==> src/rtl/polyline_arc_length_point_defines.svh <==
// assertion macros shared by the polyline arc length block
// no dependencies
`ifndef POLYLINE_ARC_LENGTH_POINT_DEFINES_SVH
`define POLYLINE_ARC_LENGTH_POINT_DEFINES_SVH

// implication checked on every clock edge outside reset
`define PAL_ASSERT_IMP(label, ante, cons, msg) \
    label: assert property (@(posedge clk) disable iff (!rst_n) (ante) |-> (cons)) \
        else $error(msg);

// implication with the consequent checked in the next cycle
`define PAL_ASSERT_NEXT(label, ante, cons, msg) \
    label: assert property (@(posedge clk) disable iff (!rst_n) (ante) |=> (cons)) \
        else $error(msg);

`endif

==> src/rtl/pal_pkg.sv <==
// types and constants for the polyline arc length block
// no dependencies
package pal_pkg;

    localparam int unsigned CoordW = 32;
    localparam int unsigned RegIdxW = 2;

    localparam logic [RegIdxW-1:0] RegTarget = 2'd0;
    localparam logic [RegIdxW-1:0] RegSrcX = 2'd1;
    localparam logic [RegIdxW-1:0] RegSrcY = 2'd2;
    localparam logic [RegIdxW-1:0] RegSrcZ = 2'd3;

    typedef struct packed {
        logic [CoordW-1:0] x;
        logic [CoordW-1:0] y;
        logic [CoordW-1:0] z;
    } vec3_t;

    // one classified word for the back end
    typedef struct packed {
        vec3_t point;
        logic  ray_end;
        logic  empty_ray;
    } item_t;

    typedef enum logic [3:0] {
        ST_IDLE,
        ST_SQ,
        ST_SQRT,
        ST_ADD,
        ST_DECIDE,
        ST_DIV,
        ST_MUL,
        ST_LERP,
        ST_OUT
    } state_t;

endpackage

==> src/rtl/pal_front.sv <==
// input side: takes words and holds them in a two-entry queue
// depends on pal_pkg
module pal_front
    import pal_pkg::*;
(
    input  logic         clk,
    input  logic         rst_n,
    input  logic         in_valid,
    output logic         in_ready,
    input  item_t        in_item,
    output logic         q_valid,
    input  logic         q_pop,
    output item_t        q_item
);

    item_t       mem_reg [2];
    logic        wr_ptr_reg;
    logic        rd_ptr_reg;
    logic [1:0]  count_reg;
    logic        push;

    assign in_ready = (count_reg != 2'd2);
    assign push     = in_valid && in_ready;
    assign q_valid  = (count_reg != 2'd0);
    assign q_item   = mem_reg[rd_ptr_reg];

    always_ff @(posedge clk)
    begin
        if (push)
        begin
            mem_reg[wr_ptr_reg] <= in_item;
        end
    end

    always_ff @(posedge clk or negedge rst_n)
    begin
        if (!rst_n)
        begin
            wr_ptr_reg <= 1'b0;
            rd_ptr_reg <= 1'b0;
            count_reg  <= 2'd0;
        end
        else
        begin
            if (push)
            begin
                wr_ptr_reg <= ~wr_ptr_reg;
            end
            if (q_pop)
            begin
                rd_ptr_reg <= ~rd_ptr_reg;
            end
            count_reg <= count_reg + {1'b0, push} - {1'b0, q_pop};
        end
    end

endmodule

==> config.mk <==
export PLATFORM = sky130hd
export DESIGN_NAME = pal_front
export DESIGN_NICKNAME = d
export VERILOG_FILES = /design/src/rtl/polyline_arc_length_point_defines.svh /design/src/rtl/pal_pkg.sv /design/src/rtl/pal_front.sv
export SDC_FILE = /design/constraint.sdc
export NUM_CORES = 1
export LEC_CHECK = 0
export BUFFER_PORTS_ARGS = -buffer_cell sky130_fd_sc_hd__buf_2
export CAP_MARGIN = 40
export CORE_UTILIZATION = 50
export CTS_CLUSTER_DIAMETER = 60
export DETAILED_ROUTE_END_ITERATION = 16
export GPL_TIMING_DRIVEN = 0
export PLACE_DENSITY = 0.89
export SYNTH_ARGS = -nofsm -noshare
export SYNTH_HDL_FRONTEND = slang
export SYNTH_SLANG_ARGS = --single-unit
==> constraint.sdc <==
create_clock -name clk -period 5.7 [get_ports clk]
set_input_delay 0.57 -clock clk [delete_from_list [all_inputs] [get_ports clk]]
set_output_delay 0.57 -clock clk [all_outputs]
set_load 0.01 [all_outputs]
# --- Word level (Yosys, flattened, before mapping) ---
# Memory sizes are Yosys's and may differ from the RTL's.
# Index checks and enable logic that the tools add are counted.
# Widths: inputs -> output; s select.
word_totals:
  output_inout_bits: 100
  inputBits: 102
  register_bits: 4
  mem_bits_ro: 0
  latchBits: 0
  ramBits: 196
  wordCells: 13
  memories: 1
classes:
  eq_ne: 1
  bitwise: 2
  reduce_logical: 2
  n_mux: 2
  shifts: 0
  n_div: 0
  add_sub_neg: 2
  multipliers: 0
  magnitude_cmp: 0
mem_list:
  columns: ["name", "words", "word_bits", "read_ports", "rd_ports_with_merged_regs", "write_ports", "line_no", "rtl"]
  rows:
  - ["mem_reg", 2, 98, 1, 0, 1, "pal_front.sv:16", "item_t mem_reg [2];"]
op_table:
  columns: ["cell", "count"]
  rows:
  - ["$add 2x1->2", 1]
  - ["$mux 1", 2]
  - ["$ne 2x2->1 const B", 1]
  - ["$not 1->1", 2]
  - ["$reduce_bool 2->1", 1]
  - ["$sub 2x1->2", 1]
  - ["$logic_and 1x1->1", 1]

# --- Logic depth before layout (Yosys ltp) ---
# Gate-level depths: netlist of the first run.
depth:
  depth_word: 4
  ltp_mapped: 5
  mapped_depth_nobuf: 5

# --- Worst setup path after synthesis of the first run ---
# No wires, ideal clock.
synth_path:
  path_kind: "register -> register"
  start: "register count_reg[0]"
  end: "memory mem_reg[0][0] in the netlist's numbering (enable)"
  n_path_buf: 0
  t_required_ps: 5144
  period_less_slack_ps: 5320
  stages_incl_launch_ff: 4
  path_slack_ps: 380
  arrival_ps: 4764
  setup_ps: 556
  cell_sequence: "dfrtp_1 -> nand2b_1 -> nand2_1 -> nor2_1"
synth_between:
  elab_chain_len: 4
synth_rtl:
  columns: ["item", "line_no", "rtl"]
  rows:
  - ["from (decl)", "pal_front.sv:19", "logic [1:0] count_reg;"]
  - ["from (signal assigned)", "pal_front.sv:53", "count_reg <= count_reg + {1'b0, push} - {1'b0, q_pop};"]
  - ["$ne 2x2->1", "pal_front.sv:22", "assign in_ready = (count_reg != 2'd2);"]
  - ["named net in_ready", "pal_front.sv:9", "output logic in_ready,"]
  - ["$logic_and 1x1->1", "pal_front.sv:23", "assign push = in_valid && in_ready;"]
  - ["$mux 1", "pal_front.sv:29", "if (push)"]
  - ["$mux 1 (implied by the code)", "pal_front.sv:31", "mem_reg[wr_ptr_reg] <= in_item;"]
  - ["to (decl)", "pal_front.sv:16", null]
# The timed path passes the listed nets, and every way through them passes these cells.

==> key figures, run 1 <==
Synth
  – Yosys warns: 0
  – Post-synth top area share: roughly four fifths
  – Synth cell types: 17
  – Syn_nets: about 430
  – Synth Instances: ~320
  – Netlist Area Pre-Place: about 7300 µm²
  – Top cells by area, synth: edfxtp_1 81%, mux2_2 14%, mux2_4 2.1%
  – Cell taking the most area after synthesis: edfxtp_1
  – Register area share after synthesis: between 80% and 90%
  – Mean post-synth cell area: approximately 23 µm²
  – Flops & latches, synth: 200

Route
  – DRT iter0 DRCs: 195
  – DR pass1 iterations: 4
  – Detail Route Antenna Nets: 0
  – DRT Wirelength: about 13000 µm
  – Routed via count: ~3700
  – Post-detailed-route wirelength per cell: about 18 µm
  – Vias per inst: 5.00
  – Drt drc: 0

Critical path
  – Most frequent CP cell: buf_6
  – Slowest cell on crit path: dfrtp_1
  – Worst-path maximum fanout: 10
  – Worst path depth: 5
  – Worst setup SP type: register
  – Critical Path RT: 5.13 ns
  – Crit path kind: register to primary output
  – CP Capture Type: primary output
  – Worst path top cell family by delay: buffers and inverters
  – WP data arrival: about 1.7 ns
  – Max incr delay on CP: approximately 0.34 ns
  – CP Buf/Inv Count: 4
  – Crit-path cells: buf_6, buf_6, buf_6, mux2_4, buf_2
  – R2R cell count: 3

Timing
  – Final Max Tran Viols: 0
  – RSZ-0062 raised after global routing: false
  – Setup Skew: between 0.008 and 0.009 ns
  – Crit path time final: about 2.3 ns
  – Setup-failing EPs final: 0
  – Maximum clock rate: 0.434 GHz
  – Final Hold Fails: 0
  – Worst-margin pin slew: 0.609 ns
  – Max-slew headroom: around three fifths
  – Final period utilization: approximately two fifths
  – Final hold slack: 0.334 ns

Global routing
  – Vias in the first global route: about 4000
  – Global-route wire length before repair: 19400 µm
  – Pin count of the biggest net entering global routing: 59
  – Initial antenna violation count: 0
  – Tot GR Track Use: about 18%
  – Total gr overflow: 0

Place
  – Detailed placement HPWL: between 9000 and 10000 µm
  – IO Port Bufs: 201
  – Placed Area: about 8600 µm²
  – RD Place Congestion: 0.700

Clock network
  – Htree depth: 4
  – Worst-path clk slew: around 0.07 ns
  – CTS sink cnt: 200
  – Max Root-Sink Buffers: 2
  – CTS root buf: clkbuf_16
  – Post-CTS Setup Bufs: 0
  – Total CTS buffers: 17
  – Clock tree from TritonCTS: done
  – Clk Latency, worst-skew pair: 0.42 ns

Finish
  – Area Growth Syn to Fin: 27.2%
  – Ant diodes: 0
  – Nets: 650
  – Fill count: approximately 950
  – Layout cell share with drive strength beyond 1: ~62%
  – Design Area, Final: roughly 9300 µm²
  – Max reg flops: approximately 200

Worst hold path
  – Hold path depth: 1
  – Worst hold path type: input pin to register

Floorplanning
  – Row cnt: between 40 and 50
  – Initial Util: roughly half
  – Die Area: between 15000 and 20000 µm²
  – Core area: around 14000 µm²
  – Die width: approximately 120 µm
  – Die Height: roughly 120 µm
  – I/O pins: ~200

Run status
  – Status: completed

Power
  – Power density cells: a little over 500 nW/µm²
  – Final Power: 4.80 mW
  – LEAKAGE: about 3.5 nW
  – Worst VDD drop: roughly 0.5 mV

Job
  – Max cap viols: 0
-- repair_timing --
item / 4_1_cts / 5_1_grt
hold buffers: 1 / 0
hold endpoints to repair: 4 / 0
resized for setup: 0 / 0
-- worst paths after layout --
check	startpoint	to	slack, ns
setup / recovery	rd_ptr_reg$_DFFE_PN0P_	q_item[87]	3.39
min in group asynchronous	rst_n	count_reg[1]$_DFF_PN0_	0.49
hold reg to reg	wr_ptr_reg$_DFFE_PN0P_	wr_ptr_reg$_DFFE_PN0P_	0.56
setup reg to reg	count_reg[0]$_DFF_PN0_	mem_reg[1][79]$_DFFE_PP_	3.77
max in group asynchronous	rst_n	wr_ptr_reg$_DFFE_PN0P_	5.08
hold / removal	in_item[71]	mem_reg[1][71]$_DFFE_PP_	0.33
-- cells in the mapped netlist --
library cell / number
a21bo_2: 1
or2_2: 1
ha_1: 1
dfrtp_1: 4
edfxtp_1: 196
buf_6: 3
mux2_2: 88
xor2_1: 1
nor2_1: 1
a21oi_1: 1
mux2_4: 10
nand2b_1: 1
nor3b_1: 1
and3_1: 1
nand2_1: 1
buf_2: 8
xnor2_1: 3
-- final cells by class --
type	count	area [µm²]	area share [%]
Buffer	11	73.8	0.795
Sequential cell	200	5990	64.5
Tap cell	180	225	2.43
Multi-Input combinational cell	111	1250	13.5
Clock buffer	20	457	4.92
Clock inverter	12	186	2.01
Timing Repair Buffer	206	1100	11.9
-- logic make-up after synthesis --
kind of cell | after synthesis | share of synthesized area (%)
XOR/XNOR | 4 | 0.480
multiplexers | 98 | 15.6
adder cells (fa/ha/maj) | 1 | 0.171
AND/OR/NAND/NOR | 6 | 0.463
buffers and inverters | 11 | 1.01
AO/OA/AOI/OAI | 2 | 0.206
flip-flops | 200 | 82.0
-- layout by cell type (no fill, tap or decap), types with 2 or more instances in the layout --
cell type and instances:
clkbuf_8 2, mux2_4 10, buf_6 3, xnor2_1 3, mux2_2 88, inv_6 4, edfxtp_1 196, dfrtp_1 4
clkinvlp_4 2, bufinv_16 4, buf_2 209, buf_12 3, clkbuf_16 17
-- metal layers --
| layer | routed length, µm | up-vias | track usage, % | share of wire [%] |
|---|---|---|---|---|
| li1 | - | 1737 | - | - |
| met1 | 5060 | 1812 | 19.9 | 39 |
| met2 | 6970 | 136 | 31.3 | 53 |
| met3 | 892 | 13 | 6.69 | 6.8 |
| met4 | 149 | 0 | 6.17 | 1.1 |
| met5 | 0 | - | 0 | 0 |
-- where the power goes --
group	switching [mW]	total (mW)	internal (mW)
Combinational	0.758	1.44	0.680
Clock	0.511	1.28	0.767
Sequential	0.0815	2.09	2.01
-- stage by stage --
step           worst slack (ns)  setup TNS [ns]  util, %  std cells
5_1_grt                    3.31               0     66.1        740
3_3_place_gp              -1.56         -152.06     60.7        703
4_1_cts                    3.35               0     66.1        740
6_report                   3.39               0     66.1        740
2_1_floorplan             0.380               0        -        322
3_5_place_dp               3.64               0     61.4        707
-- worst reg2reg max path, cell delays in order (launching register included) --
cell and delay, ns:
dfrtp_1 0.41, nand2b_1 0.17, and3_4 0.60, buf_16 0.35
No activity file was read; power rests on OpenSTA's default activity.
==> run 2, diff against run 1 <==
Clock period 5.7 ns to 2.23 ns, I/O delays scaled along.
==> key figures, run 2 (synthesis results as in run 1) <==
Run status
  – Status: completed

Critical path
  – Slowest cell on crit path: mux2_2
  – Crit-path cells: buf_6, buf_2, mux2_2, buf_2
  – Worst path top cell family by delay: buffers and inverters
  – CP Capture Type: primary output
  – Worst-path maximum fanout: 10 (unchanged)
  – WP data arrival: 1.76 ns (+0.02 ns)
  – Max incr delay on CP: 0.38 ns (+0.04 ns)
  – CP Buf/Inv Count: 3 (-1)
  – Critical Path RT: 2.01 ns (-3.12 ns)
  – Crit path kind: register to primary output
  – Most frequent CP cell: buf_2
  – Worst setup SP type: register

Power
  – LEAKAGE: 3.92 nW (+11%)
  – Final Power: 12.2 mW (+150%)
  – Worst VDD drop: 0.725 mV (+41%)
  – Power density cells: 1190 nW/µm² (+130%)

Job
  – Max cap viols: 0 (unchanged)

Floorplanning
  – Die Area: 15100 µm² (unchanged)
  – I/O pins: 202 (unchanged)
  – Row cnt: 43 (unchanged)
  – Die width: 123 µm (unchanged)
  – Die Height: 123 µm (unchanged)
  – Initial Util: 52.0% (unchanged)
  – Core area: 14000 µm² (unchanged)

Route
  – Vias per inst: 4.93 (-1.3%)
  – DR pass1 iterations: 4 (unchanged)
  – Drt drc: 0 (unchanged)
  – Detail Route Antenna Nets: 0 (unchanged)
  – Routed via count: 4139 (+12%)
  – DRT Wirelength: 14900 µm (+14%)
  – Post-detailed-route wirelength per cell: 17.7 µm (+0.24%)
  – DRT iter0 DRCs: 322 (+65%)

Timing
  – Setup tns final: 0 ns (unchanged)
  – Setup-failing EPs final: 0 (unchanged)
  – Max-slew headroom: 64.4% (+5.0 points)
  – Crit path time final: between 1.5 and 2 ns
  – Final hold slack: 0.0336 ns (-0.300 ns)
  – Worst Slack Setup Final: 0.250 ns (-3.14 ns)
  – RSZ-0062 raised after global routing: false
  – Maximum clock rate: 0.505 GHz
  – Final period utilization: approximately 89%
  – Setup Skew: 0.00643 ns (-0.00169 ns)
  – Worst-margin pin slew: 0.533 ns (-0.0765 ns)
  – Final Hold Fails: 0 (unchanged)
  – Final Max Tran Viols: 0 (unchanged)

Finish
  – Area Growth Syn to Fin: 40.3%
  – Fill count: 825 (-13%)
  – Max reg flops: 196 (unchanged)
  – Layout cell share with drive strength beyond 1: 53.1% (-9.2 points)
  – Fin cells: 839 (+13%)
  – Sequential cell area: 5990 µm² (unchanged)
  – Commonest non-fill, non-tap cells in the layout: 209 x buf_2, 196 x edfxtp_1, 99 x dlygate4sd3_1
  – Multi-input logic area: 1260 µm² (+1.2%)
  – Nets: 749 (+15%)
  – Commonest non-fill, non-tap cell in the layout: buf_2
  – Ant diodes: 0 (unchanged)

Place
  – Placed cell count: 708 (+0.14%)
  – Detailed placement HPWL: 8830 µm (-2.7%)
  – RD Place Congestion: 0.711 (+1.5%)
  – IO Port Bufs: 201 (unchanged)
  – Place WS: 0.381 ns (-3.26 ns)

Clock network
  – Max Root-Sink Buffers: 2 (unchanged)
  – Clock tree from TritonCTS: done
  – Htree depth: 4 (unchanged)
  – CTS root buf: clkbuf_16
  – Clk Latency, worst-skew pair: 0.43 ns (about the same)
  – Total CTS buffers: 17 (unchanged)
  – CTS sink cnt: 200 (unchanged)
  – Post-CTS Setup Bufs: 0 (unchanged)
  – Worst-path clk slew: 0.06 ns (about the same)

Global routing
  – Global-route wire length before repair: 21900 µm (+13%)
  – Initial antenna violation count: 0 (unchanged)
  – Vias in the first global route: 4447 (+14%)
  – Total gr overflow: 0 (unchanged)
  – Tot GR Track Use: 20.3% (+2.4 points)
  – Pin count of the biggest net entering global routing: 64 (+8.5%)

Worst hold path
  – Worst hold path type: input pin to register
-- run 2: power breakdown --
part / internal (mW) / switching [mW] / total, mW
Sequential: 5.13 / 0.214 / 5.34
Clock: 1.64 / 1.29 / 2.93
Combinational: 1.91 / 2.02 / 3.93
Total: 8.68 / 3.52 / 12.2
-- run 2: per-layer routing --
layer  wire length (µm)  track usage [%]
met1               5600             21.4
met2               8020             37.3
met3                929             6.09
met4                296             8.69
met5                  0                0
-- run 2: path summary, 6_finish.rpt --
path / start / endpoint / slack, ns / cells after the start
max: rd_ptr_reg$_DFFE_PN0P_ / q_item[12] / 0.25 / 4
min in group asynchronous: rst_n / wr_ptr_reg$_DFFE_PN0P_ / 0.14 / 2
max reg2reg: count_reg[0]$_DFF_PN0_ / mem_reg[1][44]$_DFFE_PP_ / 0.38 / 3
min: q_pop / rd_ptr_reg$_DFFE_PN0P_ / 0.03 / 2
min reg2reg: count_reg[0]$_DFF_PN0_ / count_reg[0]$_DFF_PN0_ / 0.59 / 1
max in group asynchronous: rst_n / count_reg[0]$_DFF_PN0_ / 1.97 / 2
-- run 2: final cells by class --
cell class / instances / area share [%]
Buffer: 11 / 0.721
Sequential cell: 200 / 58.5
Timing Repair Buffer: 305 / 20.8
Clock inverter: 13 / 1.27
Tap cell: 180 / 2.20
Clock buffer: 19 / 4.23
Multi-Input combinational cell: 111 / 12.4
-- run 2: stage by stage --
stage / util [%] / area, µm²
final: 72.9 / 10200
after global routing: 72.9 / 10200
after CTS: 72.9 / 10200
after detailed placement: 61.9 / 8690
after global placement: 60.9 / 8550
after floorplan: - / 7320
-- run 2: timing repair --
action	in CTS	in global routing
gates resized for setup	0	0
hold buffers	99	0
endpoints found under the hold margin	200	0
